[src/rtl/ccfd_pkg.sv]
// ----------------------------------------------------------------------------
// ccfd_pkg
// Shared types, codes and the CRC-16/ARC byte update for the frame deframer.
// ----------------------------------------------------------------------------
package ccfd_pkg;

  // Longest group of 7-bit digits allowed for a decoded field
  localparam logic [2:0] MaxGroups = 3'd4;

  localparam logic [7:0]  SofByte  = 8'h7F;
  localparam logic [15:0] CrcPoly  = 16'hA001;
  localparam int unsigned FieldW   = 28;

  typedef enum logic [1:0] {
    KIND_FLAG = 2'd0,
    KIND_PAY  = 2'd1,
    KIND_END  = 2'd2
  } kind_e;

  typedef enum logic [2:0] {
    ST_OK     = 3'd0,
    ST_SHORT  = 3'd1,
    ST_CRC    = 3'd2,
    ST_SOF    = 3'd3,
    ST_FIELD  = 3'd4,
    ST_LENGTH = 3'd5
  } status_e;

  typedef struct packed {
    kind_e              kind;
    logic [7:0]         out_byte;
    logic [FieldW-1:0]  frame_type;
    logic [FieldW-1:0]  flag_type;
    status_e            status;
    logic               run_end;
  } result_t;

  // Reflected CRC-16 update over one byte, LSB first
  function automatic logic [15:0] crc_byte(input logic [15:0] crc, input logic [7:0] b);
    logic [15:0] c;
    c = crc ^ {8'h00, b};
    for (int i = 0; i < 8; i++) begin
      c = c[0] ? ((c >> 1) ^ CrcPoly) : (c >> 1);
    end
    return c;
  endfunction

endpackage

[src/rtl/ccfd_if.sv]
// ----------------------------------------------------------------------------
// ccfd_if
// Valid/ready channels carrying raw frame bytes in and deframed results out.
// ----------------------------------------------------------------------------
interface ccfd_in_if;
  logic       valid;
  logic       ready;
  logic [7:0] in_byte;
  logic       frame_last;

  modport source (output valid, output in_byte, output frame_last, input ready);
  modport sink   (input valid, input in_byte, input frame_last, output ready);
endinterface

interface ccfd_out_if;
  logic        valid;
  logic        ready;
  logic [1:0]  kind;
  logic [7:0]  out_byte;
  logic [27:0] frame_type;
  logic [27:0] flag_type;
  logic [2:0]  status;
  logic        run_end;

  modport source (output valid, output kind, output out_byte, output frame_type,
                  output flag_type, output status, output run_end, input ready);
  modport sink   (input valid, input kind, input out_byte, input frame_type,
                  input flag_type, input status, input run_end, output ready);
endinterface

[src/rtl/crc_checked_frame_deframer.sv]
// ----------------------------------------------------------------------------
// crc_checked_frame_deframer
// Streaming deframer for CRC-16/ARC checked frames, one raw byte per beat.
// ----------------------------------------------------------------------------
// One input beat is taken every clock while the result queue has room for two
// entries. Each beat is parsed in the cycle it is accepted: the byte leaving the
// two-byte delay updates the CRC and the field parser, and any flag data or
// payload byte plus, on the frame's last beat, the frame end status are pushed
// into a four-entry result queue. While the sink keeps up the queue drains one
// result per cycle, so a stream sustains one beat per cycle; the frame end beat
// adds one extra result, which the queue absorbs without stalling.
// ----------------------------------------------------------------------------
module crc_checked_frame_deframer
  import ccfd_pkg::*;
#(
  parameter logic [2:0] GroupLimit = MaxGroups
) (
  input  logic clk_i,
  input  logic rst_ni,
  ccfd_in_if.sink    in_i,
  ccfd_out_if.source out_o
);

  typedef enum logic [2:0] {
    PhSof   = 3'd0,
    PhType  = 3'd1,
    PhFtype = 3'd2,
    PhFlen  = 3'd3,
    PhFdata = 3'd4,
    PhPlen  = 3'd5,
    PhPay   = 3'd6
  } phase_e;

  localparam logic [FieldW-1:0] FieldZero = '0;

  // Parser state
  logic [7:0]        dly0_q, dly0_d, dly1_q, dly1_d;
  logic [1:0]        fill_q, fill_d;
  logic [15:0]       crc_q, crc_d;
  phase_e            phase_q, phase_d;
  logic [FieldW-1:0] gval_q, gval_d;
  logic [2:0]        gcnt_q, gcnt_d;
  logic [FieldW-1:0] left_q, left_d;
  logic [FieldW-1:0] type_q, type_d;
  logic [FieldW-1:0] ftype_q, ftype_d;
  logic [2:0]        short_q, short_d;
  logic [2:0]        perr_q, perr_d;

  // Result queue
  result_t     fifo_q [4];
  logic [1:0]  wr_ptr_q, rd_ptr_q;
  logic [2:0]  count_q;

  logic        accept, pop;
  logic        emit_data;
  kind_e       data_kind;
  status_e     end_status;
  result_t     data_res, end_res, res0, res1;
  logic [1:0]  n_push;

  logic [7:0]  rel;
  logic [55:0] part;
  logic [5:0]  shamt;
  logic [2:0]  gcnt_inc;
  logic [FieldW-1:0] gval_new;
  logic [15:0] got;

  assign in_i.ready = (count_q <= 3'd2);
  assign accept     = in_i.valid & in_i.ready;
  assign pop        = out_o.valid & out_o.ready;

  assign rel      = dly0_q;
  assign shamt    = 6'(gcnt_q) * 6'd7;
  assign part     = 56'(rel[6:0]) << shamt;
  assign gval_new = gval_q | part[FieldW-1:0];
  assign gcnt_inc = gcnt_q + 3'd1;

  // Parse one beat: release the delayed byte, update fields, close frame
  always_comb begin
    dly0_d    = dly1_q;
    dly1_d    = in_i.in_byte;
    fill_d    = (fill_q < 2'd2) ? fill_q + 2'd1 : fill_q;
    crc_d     = crc_q;
    phase_d   = phase_q;
    gval_d    = gval_q;
    gcnt_d    = gcnt_q;
    left_d    = left_q;
    type_d    = type_q;
    ftype_d   = ftype_q;
    short_d   = (short_q < 3'd7) ? short_q + 3'd1 : short_q;
    perr_d    = perr_q;
    emit_data = 1'b0;
    data_kind = KIND_FLAG;

    if (fill_q == 2'd2) begin
      crc_d = crc_byte(crc_q, rel);
      if (perr_q == 3'd0) begin
        case (phase_q)
          PhSof: begin
            if (rel != SofByte) begin
              perr_d = ST_SOF;
            end else begin
              phase_d = PhType;
              gval_d  = FieldZero;
              gcnt_d  = 3'd0;
            end
          end
          PhType, PhFtype, PhFlen, PhPlen: begin
            gval_d = gval_new;
            gcnt_d = gcnt_inc;
            if (rel[7]) begin
              gval_d = FieldZero;
              gcnt_d = 3'd0;
              case (phase_q)
                PhType: begin
                  type_d  = gval_new;
                  phase_d = PhFtype;
                end
                PhFtype: begin
                  ftype_d = gval_new;
                  phase_d = PhFlen;
                end
                PhFlen: begin
                  left_d  = gval_new;
                  phase_d = (gval_new != FieldZero) ? PhFdata : PhPlen;
                end
                default: begin
                  left_d  = gval_new;
                  phase_d = PhPay;
                end
              endcase
            end else if (gcnt_inc >= GroupLimit) begin
              perr_d = ST_FIELD;
            end
          end
          PhFdata: begin
            left_d    = left_q - FieldW'(1);
            if (left_d == FieldZero) begin
              phase_d = PhPlen;
            end
            emit_data = 1'b1;
            data_kind = KIND_FLAG;
          end
          PhPay: begin
            if (left_q == FieldZero) begin
              perr_d = ST_LENGTH;
            end else begin
              left_d    = left_q - FieldW'(1);
              emit_data = 1'b1;
              data_kind = KIND_PAY;
            end
          end
          default: begin
            perr_d = ST_FIELD;
          end
        endcase
      end
    end

    // Frame end status in priority order
    got = {dly1_d, dly0_d};
    if (short_d < 3'd7) begin
      end_status = ST_SHORT;
    end else if (got != crc_d) begin
      end_status = ST_CRC;
    end else if (perr_d != 3'd0) begin
      end_status = status_e'(perr_d);
    end else if (phase_d == PhSof) begin
      end_status = ST_SOF;
    end else if (phase_d == PhPay) begin
      end_status = (left_d != FieldZero) ? ST_LENGTH : ST_OK;
    end else begin
      end_status = ST_FIELD;
    end

    data_res = '{kind: data_kind, out_byte: rel, frame_type: FieldZero,
                 flag_type: FieldZero, status: ST_OK, run_end: ~in_i.frame_last};
    end_res  = '{kind: KIND_END, out_byte: 8'h00, frame_type: type_d,
                 flag_type: ftype_d, status: end_status, run_end: 1'b1};

    // Order results into the queue slots
    res0   = emit_data ? data_res : end_res;
    res1   = end_res;
    n_push = 2'(emit_data) + 2'(in_i.frame_last);

    // Drop all per-frame state after the end beat
    if (in_i.frame_last) begin
      dly0_d  = 8'h00;
      dly1_d  = 8'h00;
      fill_d  = 2'd0;
      crc_d   = 16'h0000;
      phase_d = PhSof;
      gval_d  = FieldZero;
      gcnt_d  = 3'd0;
      left_d  = FieldZero;
      type_d  = FieldZero;
      ftype_d = FieldZero;
      short_d = 3'd0;
      perr_d  = 3'd0;
    end
  end

  // Hold parser state, advance on an accepted beat
  always_ff @(posedge clk_i or negedge rst_ni) begin
    if (!rst_ni) begin
      dly0_q  <= 8'h00;
      dly1_q  <= 8'h00;
      fill_q  <= 2'd0;
      crc_q   <= 16'h0000;
      phase_q <= PhSof;
      gval_q  <= FieldZero;
      gcnt_q  <= 3'd0;
      left_q  <= FieldZero;
      type_q  <= FieldZero;
      ftype_q <= FieldZero;
      short_q <= 3'd0;
      perr_q  <= 3'd0;
    end else if (accept) begin
      dly0_q  <= dly0_d;
      dly1_q  <= dly1_d;
      fill_q  <= fill_d;
      crc_q   <= crc_d;
      phase_q <= phase_d;
      gval_q  <= gval_d;
      gcnt_q  <= gcnt_d;
      left_q  <= left_d;
      type_q  <= type_d;
      ftype_q <= ftype_d;
      short_q <= short_d;
      perr_q  <= perr_d;
    end
  end

  // Queue pointers and fill count
  always_ff @(posedge clk_i or negedge rst_ni) begin
    if (!rst_ni) begin
      wr_ptr_q <= 2'd0;
      rd_ptr_q <= 2'd0;
      count_q  <= 3'd0;
    end else begin
      if (accept) begin
        wr_ptr_q <= wr_ptr_q + n_push;
      end
      if (pop) begin
        rd_ptr_q <= rd_ptr_q + 2'd1;
      end
      count_q <= count_q + (accept ? 3'(n_push) : 3'd0) - 3'(pop);
    end
  end

  // Write up to two results per beat
  always_ff @(posedge clk_i) begin
    if (accept && (n_push != 2'd0)) begin
      fifo_q[wr_ptr_q] <= res0;
    end
    if (accept && (n_push == 2'd2)) begin
      fifo_q[wr_ptr_q + 2'd1] <= res1;
    end
  end

  // Present the queue head
  assign out_o.valid      = (count_q != 3'd0);
  assign out_o.kind       = fifo_q[rd_ptr_q].kind;
  assign out_o.out_byte   = fifo_q[rd_ptr_q].out_byte;
  assign out_o.frame_type = fifo_q[rd_ptr_q].frame_type;
  assign out_o.flag_type  = fifo_q[rd_ptr_q].flag_type;
  assign out_o.status     = fifo_q[rd_ptr_q].status;
  assign out_o.run_end    = fifo_q[rd_ptr_q].run_end;

endmodule
[src/flat_wrapper.sv]
// flat-port wrapper written by rule: the top's interface ports become plain ports
module crc_checked_frame_deframer_flat import ccfd_pkg::*;
#(
  parameter logic [2:0] GroupLimit = MaxGroups
)
  (clk_i, rst_ni, in_i_valid, in_i_in_byte, in_i_frame_last, in_i_ready, out_o_valid, out_o_kind, out_o_out_byte, out_o_frame_type, out_o_flag_type, out_o_status, out_o_run_end, out_o_ready);
  ccfd_in_if in_i_i ();
  ccfd_out_if out_o_i ();
  input  logic clk_i;
  input  logic rst_ni;
  input wire logic [$bits(in_i_i.valid)-1:0] in_i_valid;
  input wire logic [$bits(in_i_i.in_byte)-1:0] in_i_in_byte;
  input wire logic [$bits(in_i_i.frame_last)-1:0] in_i_frame_last;
  output wire logic [$bits(in_i_i.ready)-1:0] in_i_ready;
  output wire logic [$bits(out_o_i.valid)-1:0] out_o_valid;
  output wire logic [$bits(out_o_i.kind)-1:0] out_o_kind;
  output wire logic [$bits(out_o_i.out_byte)-1:0] out_o_out_byte;
  output wire logic [$bits(out_o_i.frame_type)-1:0] out_o_frame_type;
  output wire logic [$bits(out_o_i.flag_type)-1:0] out_o_flag_type;
  output wire logic [$bits(out_o_i.status)-1:0] out_o_status;
  output wire logic [$bits(out_o_i.run_end)-1:0] out_o_run_end;
  input wire logic [$bits(out_o_i.ready)-1:0] out_o_ready;
  assign in_i_i.valid = in_i_valid;
  assign in_i_i.in_byte = in_i_in_byte;
  assign in_i_i.frame_last = in_i_frame_last;
  assign in_i_ready = in_i_i.ready;
  assign out_o_valid = out_o_i.valid;
  assign out_o_kind = out_o_i.kind;
  assign out_o_out_byte = out_o_i.out_byte;
  assign out_o_frame_type = out_o_i.frame_type;
  assign out_o_flag_type = out_o_i.flag_type;
  assign out_o_status = out_o_i.status;
  assign out_o_run_end = out_o_i.run_end;
  assign out_o_i.ready = out_o_ready;
  crc_checked_frame_deframer #(.GroupLimit(GroupLimit)) u_core (.clk_i(clk_i), .rst_ni(rst_ni), .in_i(in_i_i), .out_o(out_o_i));
endmodule
[config.mk]
export PLATFORM = sky130hd
export DESIGN_NAME = crc_checked_frame_deframer_flat
export DESIGN_NICKNAME = d
export VERILOG_FILES = /design/src/rtl/ccfd_pkg.sv /design/src/rtl/ccfd_if.sv /design/src/rtl/crc_checked_frame_deframer.sv /design/src/flat_wrapper.sv
export SDC_FILE = /design/constraint.sdc
export NUM_CORES = 1
export LEC_CHECK = 0
export BUFFER_PORTS_ARGS = -buffer_cell sky130_fd_sc_hd__buf_2
export CORE_ASPECT_RATIO = 2
export CORE_UTILIZATION = 23
export CTS_BUF_LIST = sky130_fd_sc_hd__clkbuf_2 sky130_fd_sc_hd__clkbuf_4 sky130_fd_sc_hd__clkbuf_8
export CTS_CLUSTER_DIAMETER = 120
export DETAILED_ROUTE_END_ITERATION = 10
export HOLD_SLACK_MARGIN = 0.05
export PLACE_DENSITY_LB_ADDON = 0.25
export SLEW_MARGIN = 5
export SYNTH_ARGS = -nofsm -noshare
export SYNTH_HDL_FRONTEND = slang
export SYNTH_SLANG_ARGS = --single-unit
[constraint.sdc]
create_clock -name clk_i -period 4.5 [get_ports clk_i]
set_input_delay 0.225 -clock clk_i [delete_from_list [all_inputs] [get_ports clk_i]]
set_output_delay 0.225 -clock clk_i [all_outputs]
set_load 0.005 [all_outputs]
==> summary.txt <==
Hold Slack -> 0.1252 ns
Clock latency on the worst-skew pair -> 0.72 ns
Chip height -> 430.4 microns
Area grow syn2layout -> 18.11%
Vias per cell -> 4.838
Worst-path clk slew -> 0.07 ns
Placed cell count -> 3142
Most common cell after layout, fill and taps aside -> nor2_1
Req. time, crit path -> 4.90 ns
Drt pass-1 iters -> 7
CTS sink count -> 445
Critical path's slowest cell -> dfrtp_1
I/O Buffers -> 84
Core area -> 90570 sq um
Final setup vio count -> 0
Netlist Area Pre-Place -> 21100 sq um
Cell breakdown of the critical path -> nor2b_1, and3_1, o21ai_1, nor2_1, a22oi_1, a2111oi_2, nand3_2, o31ai_4, a211oi_1
#FFs+latches synth -> 445
First-pass GRT wire length -> 111000 microns
H-tree depth -> 3
Max VDD drop -> 281.1 uV
Status -> finished, final reports clean
Synth area leader -> edfxtp_1
Gpl congestion -> 1.009
Final Cycle Share -> 0.9234
Total GRT Usage -> 0.1614
Clock Root Buffer -> clkbuf_8
Cell Pwr Density -> 564.5 nW/um^2
CP startpoint -> u_core.phase_q[1]
Drt total wl -> 74440 microns
Post-Synthesis Net Count -> 1947
Crit path DAT -> 4.56 ns
DRC -> 0
Worst min path class -> in -> reg
Crit. End Element -> flop
Metal-1 WL -> 25650 microns
Synth Area per Inst -> 10.99 sq um
Top post-synthesis cells by area -> edfxtp_1, dfrtp_1, mux4_2
Final setup margin -> 0.3448 ns
Setup TNS Final -> 0 ns
Row Count -> 156
Final hold vios -> 0
Via Count -> 15844
DR WL/cell -> 22.73 microns
Post-CTS Repair Setup Buffers -> 0
Post-Layout Inst Area -> 24920 sq um
TritonCTS clock tree -> built
Synthesis Warnings -> 0
Max cap viols -> 0
Asr flop ratio synth -> 0.3708
Cts hold-fix bufs -> 13
Leading cell types in the layout, fill and taps excluded -> nor2_1, nand2_1, edfxtp_1, o21ai_0, dfrtp_1
Routed Antenna Nets -> 0
Fillers -> 9559
Non-filler instance count after layout -> 3275
Detail Placement HPWL -> 51780 microns
Highest Clock Rate -> 240.7 MHz
DP Worst Slack -> 0.4426 ns
Power, Total -> 14.07 mW
Setup crit start kind -> flop
I/O pin cnt -> 85
Net count, final -> 2066
Final core utilization -> 0.2752
Uppermost layer routed -> met4
Die area -> 93040 sq um
Number of global-route vias before repair -> 16733
Clk_skew -> 0.06450 ns
Worst R2R Start -> u_core.phase_q[1]
Synth Flop Type -> edfxtp_1
Post-synth EDFFs -> 236
Iter 0 DRT Violations -> 1009
Num CTS Buffers -> 67
Total grt overflow -> 0
Min-delay src -> in_i_frame_last
Mapped Cells -> 1920
Met2 WL post-DR -> 39990 microns
Fraction of layout cells with a size suffix above 1 -> 0.1891
DP Area -> 23370 sq um
CP max stage delay -> 0.87 ns
Least-Margin Pin Slew -> 1.331 ns
Post-CTS resize count -> 0
Initial antenna violation count -> 1
RSZ-0062 raised after global routing -> false
Sequential fraction of the synthesis area -> 0.5733
Max Fanout on Critical Path -> 22
Largest net degree at the start of global routing -> 120
Slew Viols, Final -> 0
Count of cell types in the netlist -> 77
Leak -> 8.692 nW
Final Critical Period -> 4.155 ns
Yosys top cell area share -> 0.3358
CTS Buffer Depth -> 3
Met3 wire length -> 2641 microns
Die width -> 216.2 microns
Slew headroom -> 0.1126
Crit path kind -> reg -> reg
Initial core utilization -> 0.2330
-- kinds of logic (layout without fill, tap and decap cells) --
family | after synthesis | after routing | share of synthesized area
simple gates | 711 | 711 | 0.1530
flops | 445 | 445 | 0.5733
compound gates | 440 | 440 | 0.1269
buf+inv | 165 | 334 | 0.03024
xor+xnor | 73 | 73 | 0.03226
mux | 72 | 72 | 0.07566
fa+ha+maj | 14 | 14 | 0.008657
other cells | 0 | 1 | 0
-- synth_stat cells, types with 6 or more instances --
master       n
a2111oi_0    9
a211oi_1    13
a21boi_0     6
a21oi_1     65
a22o_1      39
a22oi_1     15
a31oi_1      6
and3_1      11
buf_1        8
clkbuf_1   122
dfrtp_1    165
dfxtp_1     44
edfxtp_1   236
ha_1        13
inv_1       29
mux4_2      70
nand2_1    270
nand2b_1     9
nand3_1     15
nand4_1     20
nor2_1     278
nor2b_1      7
nor3_1      23
nor4_1      13
nor4_2       6
nor4bb_1     6
o21ai_0    221
o21ai_1      7
o22ai_1     20
o32a_1       6
or3_1        8
or4_1        9
xnor2_1     44
xor2_1      26
-- layout make-up --
class	instances	area [sq um]	share of cell area
Sequential cell	445	12100	0.4855
Multi-Input combinational cell	1310	8407	0.3373
Tap cell	1185	1483	0.05949
Timing Repair Buffer	185	1403	0.05628
Clock buffer	101	1234	0.04950
Clock inverter	18	181.4	0.007279
Inverter	30	112.6	0.004518
Antenna cell	1	2.502	0.0001004
-- worst max-delay path, delay by kind of cell (launching register included) --
family	cells	cell delay, ns
AO/OA/AOI/OAI	5	1.62
AND/OR/NAND/NOR	4	1.33
flip-flops	1	0.87
-- state kept, by name, summed over array words and instances (netlist names), 8 cells and up --
register and cells:
u_core.crc_q 16, u_core.fifo_q 280, u_core.left_q 28, u_core.gval_q 28, u_core.dly1_q 8, u_core.ftype_q 28
u_core.dly0_q 8, u_core.type_q 28
-- routing by layer --
layer / GRT usage / vias to the layer above
met5: 0 / -
met4: 0.1284 / 0
met3: 0.02243 / 174
met2: 0.2983 / 453
met1: 0.1594 / 8013
li1: - / 7204
-- where the power goes --
group / switching, mW / leakage (nW) / internal [mW] / total [mW]
Clock: 1.71 / 0.753 / 1.94 / 3.65
Sequential: 0.616 / 4.66 / 4.69 / 5.31
Combinational: 2.97 / 3.28 / 2.15 / 5.12
-- worst paths after layout --
kind | endpoint | slack [ns] | cells past startpoint
setup / recovery | u_core.fifo_q[3][3] | 0.34 | 9
hold / removal | u_core.fifo_q[3][0] | 0.13 | 3
setup reg to reg | u_core.fifo_q[3][3] | 0.34 | 9
hold reg to reg | u_core.fifo_q[0][69] | 0.45 | 2
max in group asynchronous | u_core.rd_ptr_q[0] | 3.01 | 4
min in group asynchronous | u_core.short_q[0] | 0.51 | 3
Note: power is estimated with default switching activity, not from simulation.
